===== src/rtl/vn3_pkg.sv =====
// shared constants for the 3d value noise pipeline
// no dependencies
`timescale 1ns / 1ps
package vn3_pkg;
  localparam int          DEF_FRAC_BITS = 16;
  localparam logic [31:0] K_SEED        = 32'h9e3779b9;
  localparam logic [31:0] K_X           = 32'h85ebca6b;
  localparam logic [31:0] K_Y           = 32'hc2b2ae35;
  localparam logic [31:0] K_Z           = 32'h27d4eb2f;
  localparam logic [31:0] K_MIX1        = 32'h7feb352d;
  localparam logic [31:0] K_MIX2        = 32'h846ca68b;
  localparam int          FADE_W        = 16;
  localparam int          UNIT_W        = 24;
endpackage


===== src/rtl/vn3_mix.sv =====
// four-stage 32-bit integer mixer, top 24 bits out
// depends on vn3_pkg
`timescale 1ns / 1ps
module vn3_mix (
  input  logic                        clk,
  input  logic                        en,
  input  logic [31:0]                 h,
  output logic [vn3_pkg::UNIT_W-1:0]  unit
);
  logic [31:0] t;
  logic [31:0] m1;
  logic [31:0] m2;
  logic [31:0] m1x;
  logic [31:0] m2x;

  assign m1x = m1 ^ (m1 >> 15);
  assign m2x = m2 ^ (m2 >> 16);

  always_ff @(posedge clk) begin
    if (en) begin
      t    <= h ^ (h >> 16);
      m1   <= t * vn3_pkg::K_MIX1;
      m2   <= m1x * vn3_pkg::K_MIX2;
      unit <= m2x[31:8];
    end
  end
endmodule


===== config.mk =====
export PLATFORM = sky130hd
export DESIGN_NAME = vn3_mix
export DESIGN_NICKNAME = d
export VERILOG_FILES = /design/src/rtl/vn3_pkg.sv /design/src/rtl/vn3_mix.sv
export SDC_FILE = /design/constraint.sdc
export NUM_CORES = 1
export LEC_CHECK = 0
export BUFFER_PORTS_ARGS = -buffer_cell sky130_fd_sc_hd__buf_2
export CAP_MARGIN = 20
export CORE_MARGIN = 3
export CORE_UTILIZATION = 59
export CTS_BUF_LIST = sky130_fd_sc_hd__clkbuf_4 sky130_fd_sc_hd__clkbuf_8 sky130_fd_sc_hd__clkbuf_16
export CTS_CLUSTER_DIAMETER = 120
export DETAILED_ROUTE_END_ITERATION = 8
export GPL_TIMING_DRIVEN = 0
export PLACE_DENSITY = 0.76
export SYNTH_ARGS = -nofsm -noshare
export SYNTH_HDL_FRONTEND = slang
export SYNTH_SLANG_ARGS = --single-unit

===== constraint.sdc =====
create_clock -name clk -period 8.4 [get_ports clk]
set_clock_uncertainty 0.05 [all_clocks]
set_input_delay 0.84 -clock clk [delete_from_list [all_inputs] [get_ports clk]]
set_output_delay 0.84 -clock clk [all_outputs]
set_load 0.005 [all_outputs]

---- Word level (Yosys, flattened, before mapping) ----
Cells that the tools add are included.
Widths: inputs -> output; s select.
storage, ports and cells
  flip-flop bits (word level) ............. 120
  latch bits .............................. 0
  RAM bits ................................ 0
  bits in read-only memories .............. 0
  input bits .............................. 34
  memories ................................ 0
operators by class
  $add $sub $neg .......................... 0
  $mul .................................... 2
  divide/modulo/power cells ............... 0
  magnitude comparators ................... 0
  equality and inequality tests ........... 0
  shifts and indexed selects .............. 0
  muxes and demuxes ....................... 0
  bitwise logic cells ..................... 3
  reduce and logical (&&, ||, !) cells .... 0
operator list
  operator                count
  $xor 32x16->32          2
  $mul 32x31->32 const B  1
  $mul 32x32->32 const B  1
  $xor 32x17->32          1

---- Depth between registers and ports, before layout ----
  depth after elaboration ................. 2
  gate-level depth with buffers ........... 24
  depth with buffers taken out ............ 24

---- Worst setup path after synthesis ----
OpenSTA, ideal clock, no wires.
  kind .................................... register -> register
  from .................................... register m1[23]
  to ...................................... register m2[30], data pin
  library setup time ...................... 0.258 ns
  arrival time ............................ 6.478 ns
  data required time ...................... 8.092 ns
  slack ................................... 1.614 ns
  stages on the path, launching flop included .. 23
  path buffers ............................ 0
  clock period less this slack ............ 6.786 ns
  cells stage by stage .................... edfxtp_1 -> xor2_1 -> ha_1 -> ha_1 -> fa_1 -> inv_1 -> fa_1 -> inv_1 -> fa_1 -> inv_1 -> fa_1 -> inv_1 -> fa_1 -> fa_1 -> ha_1 -> and3_1 -> a221o_1 -> a31oi_1 -> a31oi_2 -> a31oi_4 -> nand2_2 -> a31oi_1 -> xnor2_1
between the ends
  longest elaborated chain between the ends .. 2
ends and longest elaborated chain
  what                    RTL line       source
  start, declared         vn3_mix.sv:11  logic [31:0] m1;
  start signal, assigned  vn3_mix.sv:22  m1 <= t * vn3_pkg::K_MIX1;
  $xor 32x17->32          vn3_mix.sv:16  assign m1x = m1 ^ (m1 >> 15);
  $mul 32x32->32          vn3_mix.sv:23  m2 <= m1x * vn3_pkg::K_MIX2;
  end signal, assigned    vn3_mix.sv:23
  end, declared           vn3_mix.sv:12  logic [31:0] m2;
No other way between the ends.
A chain may end at the register's enable or synchronous reset.

---- Final worst setup path ----
  from .................................... register m1[23]
  to ...................................... register m2[31], data pin
The elaborated chain is that of the path after synthesis.

==> impl_metrics.json <==
{
  "status": "completed",
  "avgRoutedWirePerCell_um": 19.4,
  "grt_max_degree": 73,
  "dp_hpwl_mm": 39.9,
  "synth.distinct_cells": 60,
  "fmax_mhz": 124,
  "die_w_um": 192,
  "max_cap_violations": 0,
  "gp_congestion": 0.951,
  "holdBufCountCts": 0,
  "synth_cells": 1860,
  "final_common_cell": "inv_1",
  "ys_warn_count": 0,
  "grt_pass1_vias": 14625,
  "cts_sinks": 112,
  "cp_max_fo": 8,
  "synthesis.nets": 2625,
  "cts_root_buf": "clkbuf_16",
  "cts_setup_buffers": 0,
  "wirelength_mm": 46.1,
  "grt_pass1_wl_mm": 74.9,
  "die_area_um2": 36900,
  "insertion_delay_ps": 390,
  "crit_path_end_kind": "flip-flop",
  "cts_max_path_buffers": 2,
  "cts_resized": 0,
  "drive_gt1_share_pct": 5.06,
  "finalSetupViolations": 0,
  "row_count": 67,
  "antenna_found_initial": 0,
  "netlist_area_um2": 20400,
  "hold_path_class": "flip-flop to flip-flop",
  "drt_first_pass_iters": 4,
  "critPathLaunchType": "flip-flop",
  "synth_edf_count": 112,
  "nets": 2697,
  "ys_ff_latch": 112,
  "hold_viol": 0,
  "async_flop_share_pct": 0,
  "clkTransAtPathRegs_ps": 80,
  "ctsHtreeMaxLevel": 3,
  "antennaDiodeCount": 0,
  "area_growth_pct": 5.86,
  "viasPerCell": 5.36,
  "slew_headroom_pct": 27.6,
  "track_usage_pct": 27.0,
  "ioPinCount": 58,
  "num_vias": 12768,
  "slew_violations": 0,
  "die_h_um": 192,
  "numCtsBuffers": 9,
  "numPortBuffers": 57,
  "postSynthAreaPerCell_um2": 11.0,
  "tns_ps": 0,
  "period_share_pct": 96.0,
  "criticalPathCategory": "flip-flop to flip-flop",
  "layout_common_cells": "inv_1 (611), ha_1 (374), fa_1 (357), edfxtp_1 (112), xnor2_1 (107)",
  "start_util_pct": 60.4,
  "critical_path_arrival_ps": 8120,
  "ant_nets": 0,
  "worst_pin_slew_ps": 1080,
  "drc_errors": 0,
  "overflow": 0,
  "cp_data_required_time_ps": 8460,
  "drtIter0Drc": 503,
  "yosysSeqAreaShare_pct": 16.5,
  "cts_tree": "done",
  "core_area_um2": 33900,
  "fin_crit_ps": 8060,
  "synth-main-ff-cell": "edfxtp_1",
  "rsz0062_at_grt": "no"
}
## final cells by class
cell class                      instances  area (um2)
Inverter                              611        2290
Buffer                                  2        15.0
Clock inverter                          5        32.5
Sequential cell                       112        3360
Multi-Input combinational cell       1135       14800
Clock buffer                           10         233
Tap cell                              448         561
Timing Repair Buffer                   61         342
Fill cell                            2719       12200
## state kept, by name, summed over array words and instances, names as in the netlist
| signal | flops |
|---|---|
| m2 | 24 |
| m1 | 32 |
| unit | 24 |
| t | 32 |
## cell usage after synthesis (11+ instances only)
cell type,number,area (um2)
nor3_1,13,65.1
fa_1,357,7150
nand2_1,23,86.3
edfxtp_1,112,3360
a21o_1,25,188
a21oi_1,27,135
ha_1,374,4680
nor2_1,29,109
nand3_1,13,65.1
o21ai_0,11,55.1
xnor2_1,110,963
xor2_1,64,561
inv_1,611,2290
## worst max-delay path, cell delays in order, from the launching register on
cell and delay [ps]:
edfxtp_1 620, xor2_1 680, buf_6 230, ha_1 320, ha_1 250, fa_1 480, inv_1 50, fa_1 480
inv_1 50, fa_1 490, inv_1 50, fa_1 530, inv_1 50, fa_1 490, fa_1 410, ha_1 380
nand3_1 170, nor4_1 670, o2111ai_1 310, a31oi_2 400, a31oi_4 150, nand2_2 120, a41oi_2 140, xnor2_1 180
## through the flow
step                      util [%]  setup slack [ps]  instances  hold WS [ps]  cell area, um2
after floorplan                  -              1610       1860           350           20400
after global placement        62.8              80.6       2365           353           21300
after detailed placement      63.0               124       2369           357           21300
after CTS                     63.8              78.6       2384           373           21600
after global routing          63.9              10.5       2384           377           21600
final                         63.9               339       2384           371           21600
## routing by layer
metal  routed length (um)  global-route usage [%]  vias up
met5                    0                       0        -
met2                24400                    49.4      309
met1                17100                    30.3     6487
li1                     -                       -     5833
met4                 2920                    14.7        0
met3                 1750                    3.72      139
## cells by family (layout without fill, tap and decap cells)
group           Yosys count  after routing  share of synthesized area, %
fa+ha+maj               731            731                          57.9
compound gates          116            116                          4.14
flops                   112            112                          16.5
xor+xnor                174            174                          7.46
buf+inv                 613            689                          11.3
simple gates            114            114                          2.79
## final timing paths
check	startpoint	endpoint	slack (ps)	depth (start not counted)
worst max-delay path	m1[23]	m2[31]	340	23
worst min-delay path	m2[19]	unit[11]	370	0
worst max register to register	m1[23]	m2[31]	340	23
worst min register to register	m2[19]	unit[11]	370	0
Power is left out: the tool's default activity adds up to more than one toggle a clock period on the data nets, which glitch-free logic cannot reach.
