<file path="src/rtl/vn3_pkg.sv">
// shared constants for the 3d value noise pipeline
// no dependencies
`timescale 1ns / 1ps
package vn3_pkg;
  localparam int          DEF_FRAC_BITS = 16;
  localparam logic [31:0] K_SEED        = 32'h9e3779b9;
  localparam logic [31:0] K_X           = 32'h85ebca6b;
  localparam logic [31:0] K_Y           = 32'hc2b2ae35;
  localparam logic [31:0] K_Z           = 32'h27d4eb2f;
  localparam logic [31:0] K_MIX1        = 32'h7feb352d;
  localparam logic [31:0] K_MIX2        = 32'h846ca68b;
  localparam int          FADE_W        = 16;
  localparam int          UNIT_W        = 24;
endpackage

</file>
<file path="src/rtl/vn3_fade.sv">
// three-stage quintic fade 6t^5-15t^4+10t^3 in q0.16
// depends on vn3_pkg
`timescale 1ns / 1ps
module vn3_fade (
  input  logic                        clk,
  input  logic                        en,
  input  logic [15:0]                 f,
  output logic [vn3_pkg::FADE_W-1:0]  fade
);
  logic [15:0] f2;
  logic [31:0] ff;
  logic [31:0] g1;
  logic [20:0] q;
  logic [36:0] p;
  logic [36:0] gq;

  // always positive, fits 37 bits
  assign p  = 37'd6 * {5'd0, ff} + (37'd10 << 32) - ((37'd15 * {21'd0, f2}) << 16);
  assign gq = {21'd0, g1[31:16]} * {16'd0, q};

  always_ff @(posedge clk) begin
    if (en) begin
      ff   <= f * f;
      f2   <= f;
      g1   <= {16'd0, ff[31:16]} * {16'd0, f2};
      q    <= p[36:16];
      fade <= (gq[36:32] != 5'd0) ? 16'hffff : gq[31:16];
    end
  end
endmodule

</file>
<file path="config.mk">
export PLATFORM = sky130hd
export DESIGN_NAME = vn3_fade
export DESIGN_NICKNAME = d
export VERILOG_FILES = /design/src/rtl/vn3_pkg.sv /design/src/rtl/vn3_fade.sv
export SDC_FILE = /design/constraint.sdc
export NUM_CORES = 2
export LEC_CHECK = 0
export ABC_CLOCK_PERIOD_IN_PS = 10200
export BUFFER_PORTS_ARGS = -buffer_cell sky130_fd_sc_hd__clkbuf_2
export CAP_MARGIN = 20
export CORE_MARGIN = 5
export CORE_UTILIZATION = 30
export CTS_CLUSTER_SIZE = 16
export DETAILED_ROUTE_END_ITERATION = 10
export PLACE_DENSITY = 0.45
export RECOVER_POWER = 50
export SYNTH_ARGS = -nofsm -noshare
export SYNTH_HDL_FRONTEND = slang
export SYNTH_SLANG_ARGS = --single-unit
</file>
<file path="constraint.sdc">
create_clock -name clk -period 10.2 [get_ports clk]
set_input_delay 2.04 -clock clk [delete_from_list [all_inputs] [get_ports clk]]
set_output_delay 2.04 -clock clk [all_outputs]
set_load 0.05 [all_outputs]
</file>
Word level (Yosys, flattened, before mapping)
Cells that the tools add are included.
{"block": "totals", "ff_bits": 117, "in_bits": 18, "output_inout_bits": 16}
{"block": "classes", "n_addsub": 2, "n_mul": 5, "reduce_logical": 1}
{"op": "$mul 16x16->32", "count": 2}
{"op": "$add 35x36->37 const B", "count": 1}
{"op": "$mul 16x21->37", "count": 1}
{"op": "$sub 37x36->37", "count": 1}
{"op": "$mul 2x32->34 const A", "count": 1}
{"op": "$mul 4x16->20 const A", "count": 1}
{"op": "$reduce_bool 5->1", "count": 1}

Longest topological paths before layout
{"block": "logic_depth", "word_depth": 3, "ltp_mapped": 25, "depth_no_buf": 24}

Least setup slack after synthesis
No wires, ideal clock.
{"block": "synth_timing", "path_type": "input to register", "start": "input port f[12]", "end": "register ff[28], data pin", "setup_time_ps": 271, "arrival_time_ps": 7627, "t_required_ps": 9929, "path_slack_ps": 2302, "stages": 21, "path_cell_list": "clkbuf_1 nand2_1 fa_1 inv_1 fa_1 inv_1 fa_1 fa_1 fa_1 fa_1 inv_1 ha_1 a21o_1 a21o_1 a21oi_1 o21ai_1 a2111oi_0 o21ai_1 a221oi_2 mux2i_1 o2111ai_1"}
{"block": "synth_between", "elab_chain_len": 1}
{"element": "start, declared", "line_no": "vn3_fade.sv:7", "source": "input logic [15:0] f,"}
{"element": "$mul 16x16->32", "line_no": "vn3_fade.sv:23", "source": "ff <= f * f;"}
{"element": "end signal, assigned", "line_no": "vn3_fade.sv:23"}
{"element": "end, declared", "line_no": "vn3_fade.sv:11", "source": "logic [31:0] ff;"}
Every way passes these cells.
A chain may end at the register's enable or synchronous reset.

Worst setup path after layout
{"block": "layout_timing", "start": "input port f[4]", "end": "register ff[28], data pin"}
The elaborated chain is that of the path after synthesis.

==> metrics.txt <==
Final setup viols=0; 1st-pass router iterations=4; Yosys cell types=69; Syn. warnings=0; max-capacitance violation count=2; Via density=4.47; largest net degree at the start of global routing=54; post-layout util=0.322; I/O Pins=34; Worst Hold Path EP=q[0]$_DFFE_PP_; setup TNS after final layout=0 ps; DP HPWL=66100 um; final slew viol count=102; number of clock sinks=99; Std-Cell Rows=121; worst-margin pin slew=3320 ps; port buffer count=33; failing checks=max-capacitance violations, max-slew violations; Clock Latency Late Sink=400 ps; status=finished with violations; Congestion Overflow GR=0; dpl cell area=34900 um^2; Setup Fix Bufs, Post-CTS=0; register area share after synthesis=0.0900; endpoints failing hold=0; Yosys reg bits=99; f_max=0.117 GHz; die height=342 um; gr usage total=0.147; vias in the first global route=24700; drc violations=0; via count=22400; Avg Cell Area, Syn=9.25 um^2; Worst Hold Launch=ff[14]$_DFFE_PP_; post-layout minimum cycle time=8540 ps; Worst R2R Setup Slack=2770 ps; CP Launch Type=input port; Max H-tree Level=3; kind of critical path=input port to register; Placer Congestion=0.786; DRT Wirelength=82700 um; CP Max Fanout=14; wire per inst=16.5 um; relative slew slack=-1.21; proportion of layout cells with a drive suffix above 1=0.0189; count of mapped cells out of synthesis=3569; CTS resizes=0; Setup crit end kind=register; Core ar.=109000 um^2; r2r worst-path depth=20; Synth-to-Final Area Change=6.42%; CTS Buf Count=9; top_reg_cell synth=edfxtp_1; worst clock skew=23.4 ps; Post-Syn Area=33000 um^2; Post-synth EDFFs=99; Min-Delay Path Depth=4; first-pass GRT wire length=137000 um; nets@finish=4619; starting density of the core=0.303; die area=117000 um^2; post-synthesis net count=4651; CP Data Required Time=10320 ps; ys async rst share=0; Arrival @ worst endpoint=8660 ps; n_diodes=0; Final ANT Viol Nets=0; hold slack final=1350 ps; part of the cycle the worst path needs=0.837; final instance area=35100 um^2; die width=342 um; antenna violations before repair=0; CTS tree=built; RSZ-0062 raised after global routing=no; Reg-to-Reg Start=g1[17]$_DFFE_PP_; Post-CTS Hold Fix Bufs=0; CTS max path bufs=2; min-delay worst type=register to register; Clk pin slew, worst setup/hold paths=90 ps; RR Endpoint=fade[0]$_SDFFCE_PP1P_; Root Buffer Master=clkbuf_16; 1st-iter DRT viols=834
[cells by family after synthesis]
| family | Yosys count | synth area share |
|---|---|---|
| AO/OA/AOI/OAI | 340 | 0.0695 |
| adder cells (fa/ha/maj) | 1064 | 0.551 |
| flip-flops | 99 | 0.0900 |
| AND/OR/NAND/NOR | 1023 | 0.151 |
| XOR/XNOR | 123 | 0.0326 |
| other | 1 | 0.000114 |
| buffers and inverters | 914 | 0.104 |
| multiplexers | 5 | 0.00155 |
[worst max path at each step]
| stage | startpoint | endpoint | slack (ps) | cells past startpoint |
|---|---|---|---|---|
| after CTS | f[4] | ff[28]$_DFFE_PP_ | 2000 | 23 |
| after global placement | f[8] | ff[28]$_DFFE_PP_ | 1640 | 25 |
| after floorplan | f[12] | ff[28]$_DFFE_PP_ | 2300 | 21 |
| after detailed placement | f[4] | ff[28]$_DFFE_PP_ | 1580 | 23 |
| final | f[4] | ff[28]$_DFFE_PP_ | 1660 | 23 |
| after global routing | f[4] | ff[28]$_DFFE_PP_ | 1150 | 23 |
[state kept, by name (all words and copies together) (netlist names)]
name  flops
f2       16
fade     16
ff       30
g1       16
q        21
[synthesized netlist by cell type, types with 4 or more instances]
library cell | count | area, um^2
o21a_1 | 21 | 158
fa_1 | 650 | 13000
nor4b_1 | 4 | 35.0
clkbuf_1 | 102 | 383
o21ai_0 | 45 | 225
xnor2_1 | 79 | 692
o21ai_1 | 9 | 45.0
a21o_1 | 47 | 353
ha_1 | 414 | 5180
a211oi_1 | 17 | 128
a311oi_1 | 5 | 43.8
nand2_1 | 469 | 1760
nor2_1 | 84 | 315
mux2i_1 | 4 | 40.0
inv_1 | 806 | 3030
nand4_1 | 12 | 75.1
edfxtp_1 | 99 | 2970
xor2_1 | 44 | 385
nor2b_1 | 19 | 119
nand2b_1 | 33 | 206
nand3_1 | 24 | 120
nor4_1 | 4 | 25.0
o21bai_1 | 18 | 135
a21boi_0 | 4 | 30.0
nand3b_1 | 6 | 45.0
a21oi_1 | 89 | 445
nor3_1 | 34 | 170
or3_1 | 9 | 56.3
and2_1 | 284 | 1780
a211o_1 | 4 | 35.0
a2111oi_0 | 6 | 52.6
or2_2 | 7 | 43.8
o2111ai_1 | 8 | 70.1
a31oi_1 | 18 | 113
nor3b_1 | 6 | 45.0
o211ai_1 | 8 | 60.1
and3_1 | 17 | 106
o31ai_1 | 9 | 67.6
[per-stage QoR]
stage               instances  worst slack (ps)
floorplan                3569              2300
global placement         5002              1640
detailed placement       5002              1580
CTS                      5018              2000
global route             5018              1150
finish                   5018              1660
[cell usage in the layout (no fill, tap or decap), types with 5 or more instances in the layout]
cell       count
nor2b_1       19
nor2_1        84
fa_1         650
o211ai_1       8
or3_1          9
ha_1         414
nand4_1       12
xnor2_1       79
a21o_1        47
nand3b_1       6
nand2_1      469
inv_1        806
xor2_1        44
nand2b_1      33
nor3b_1        6
o21ai_0       45
nand3_1       24
o21a_1        21
o21ai_1        9
a2111oi_0      6
o2111ai_1      8
edfxtp_1      99
o31ai_1        9
a311oi_1       5
or2_2          7
a21oi_1       89
a211oi_1      17
o21bai_1      18
buf_4         31
clkbuf_1      34
and3_1        17
a31oi_1       18
clkbuf_16      9
nor3_1        34
and2_1       284
[per-layer routing]
metal | track usage | part of all wire | wire (um) | vias up
li1 | - | - | - | 10900
met1 | 0.211 | 0.50 | 41200 | 11200
met2 | 0.249 | 0.47 | 38800 | 234
met3 | 0.0145 | 0.024 | 2020 | 29
met4 | 0.0162 | 0.0075 | 623 | 0
met5 | 0 | 0 | 0 | -
[layout make-up]
| cell class | count | area [um^2] |
|---|---|---|
| clock buffers | 9 | 225 |
| clock inverters | 7 | 96.3 |
| fillers | 11500 | 74000 |
| inverters | 806 | 3030 |
| multi-input cells | 2556 | 26600 |
| flip-flops and latches | 99 | 2970 |
| well taps | 1476 | 1850 |
| repair buffers | 65 | 360 |
[critical path, cell delays in order]
cell and delay [ps]:
clkbuf_1 540, inv_1 350, nor2_1 290, fa_1 460, inv_1 80, fa_1 440
fa_1 510, inv_1 50, fa_1 520, inv_1 50, fa_1 450, fa_1 490
inv_1 40, ha_1 340, a21oi_1 170, nand2_1 80, a21oi_1 270, nand2_1 110
o211ai_1 350, o21ai_1 220, a221oi_2 450, mux2i_1 240, o2111ai_1 130
Power is left out: the tool's default activity adds up to more than one toggle a clock period on the data nets, which glitch-free logic cannot reach.
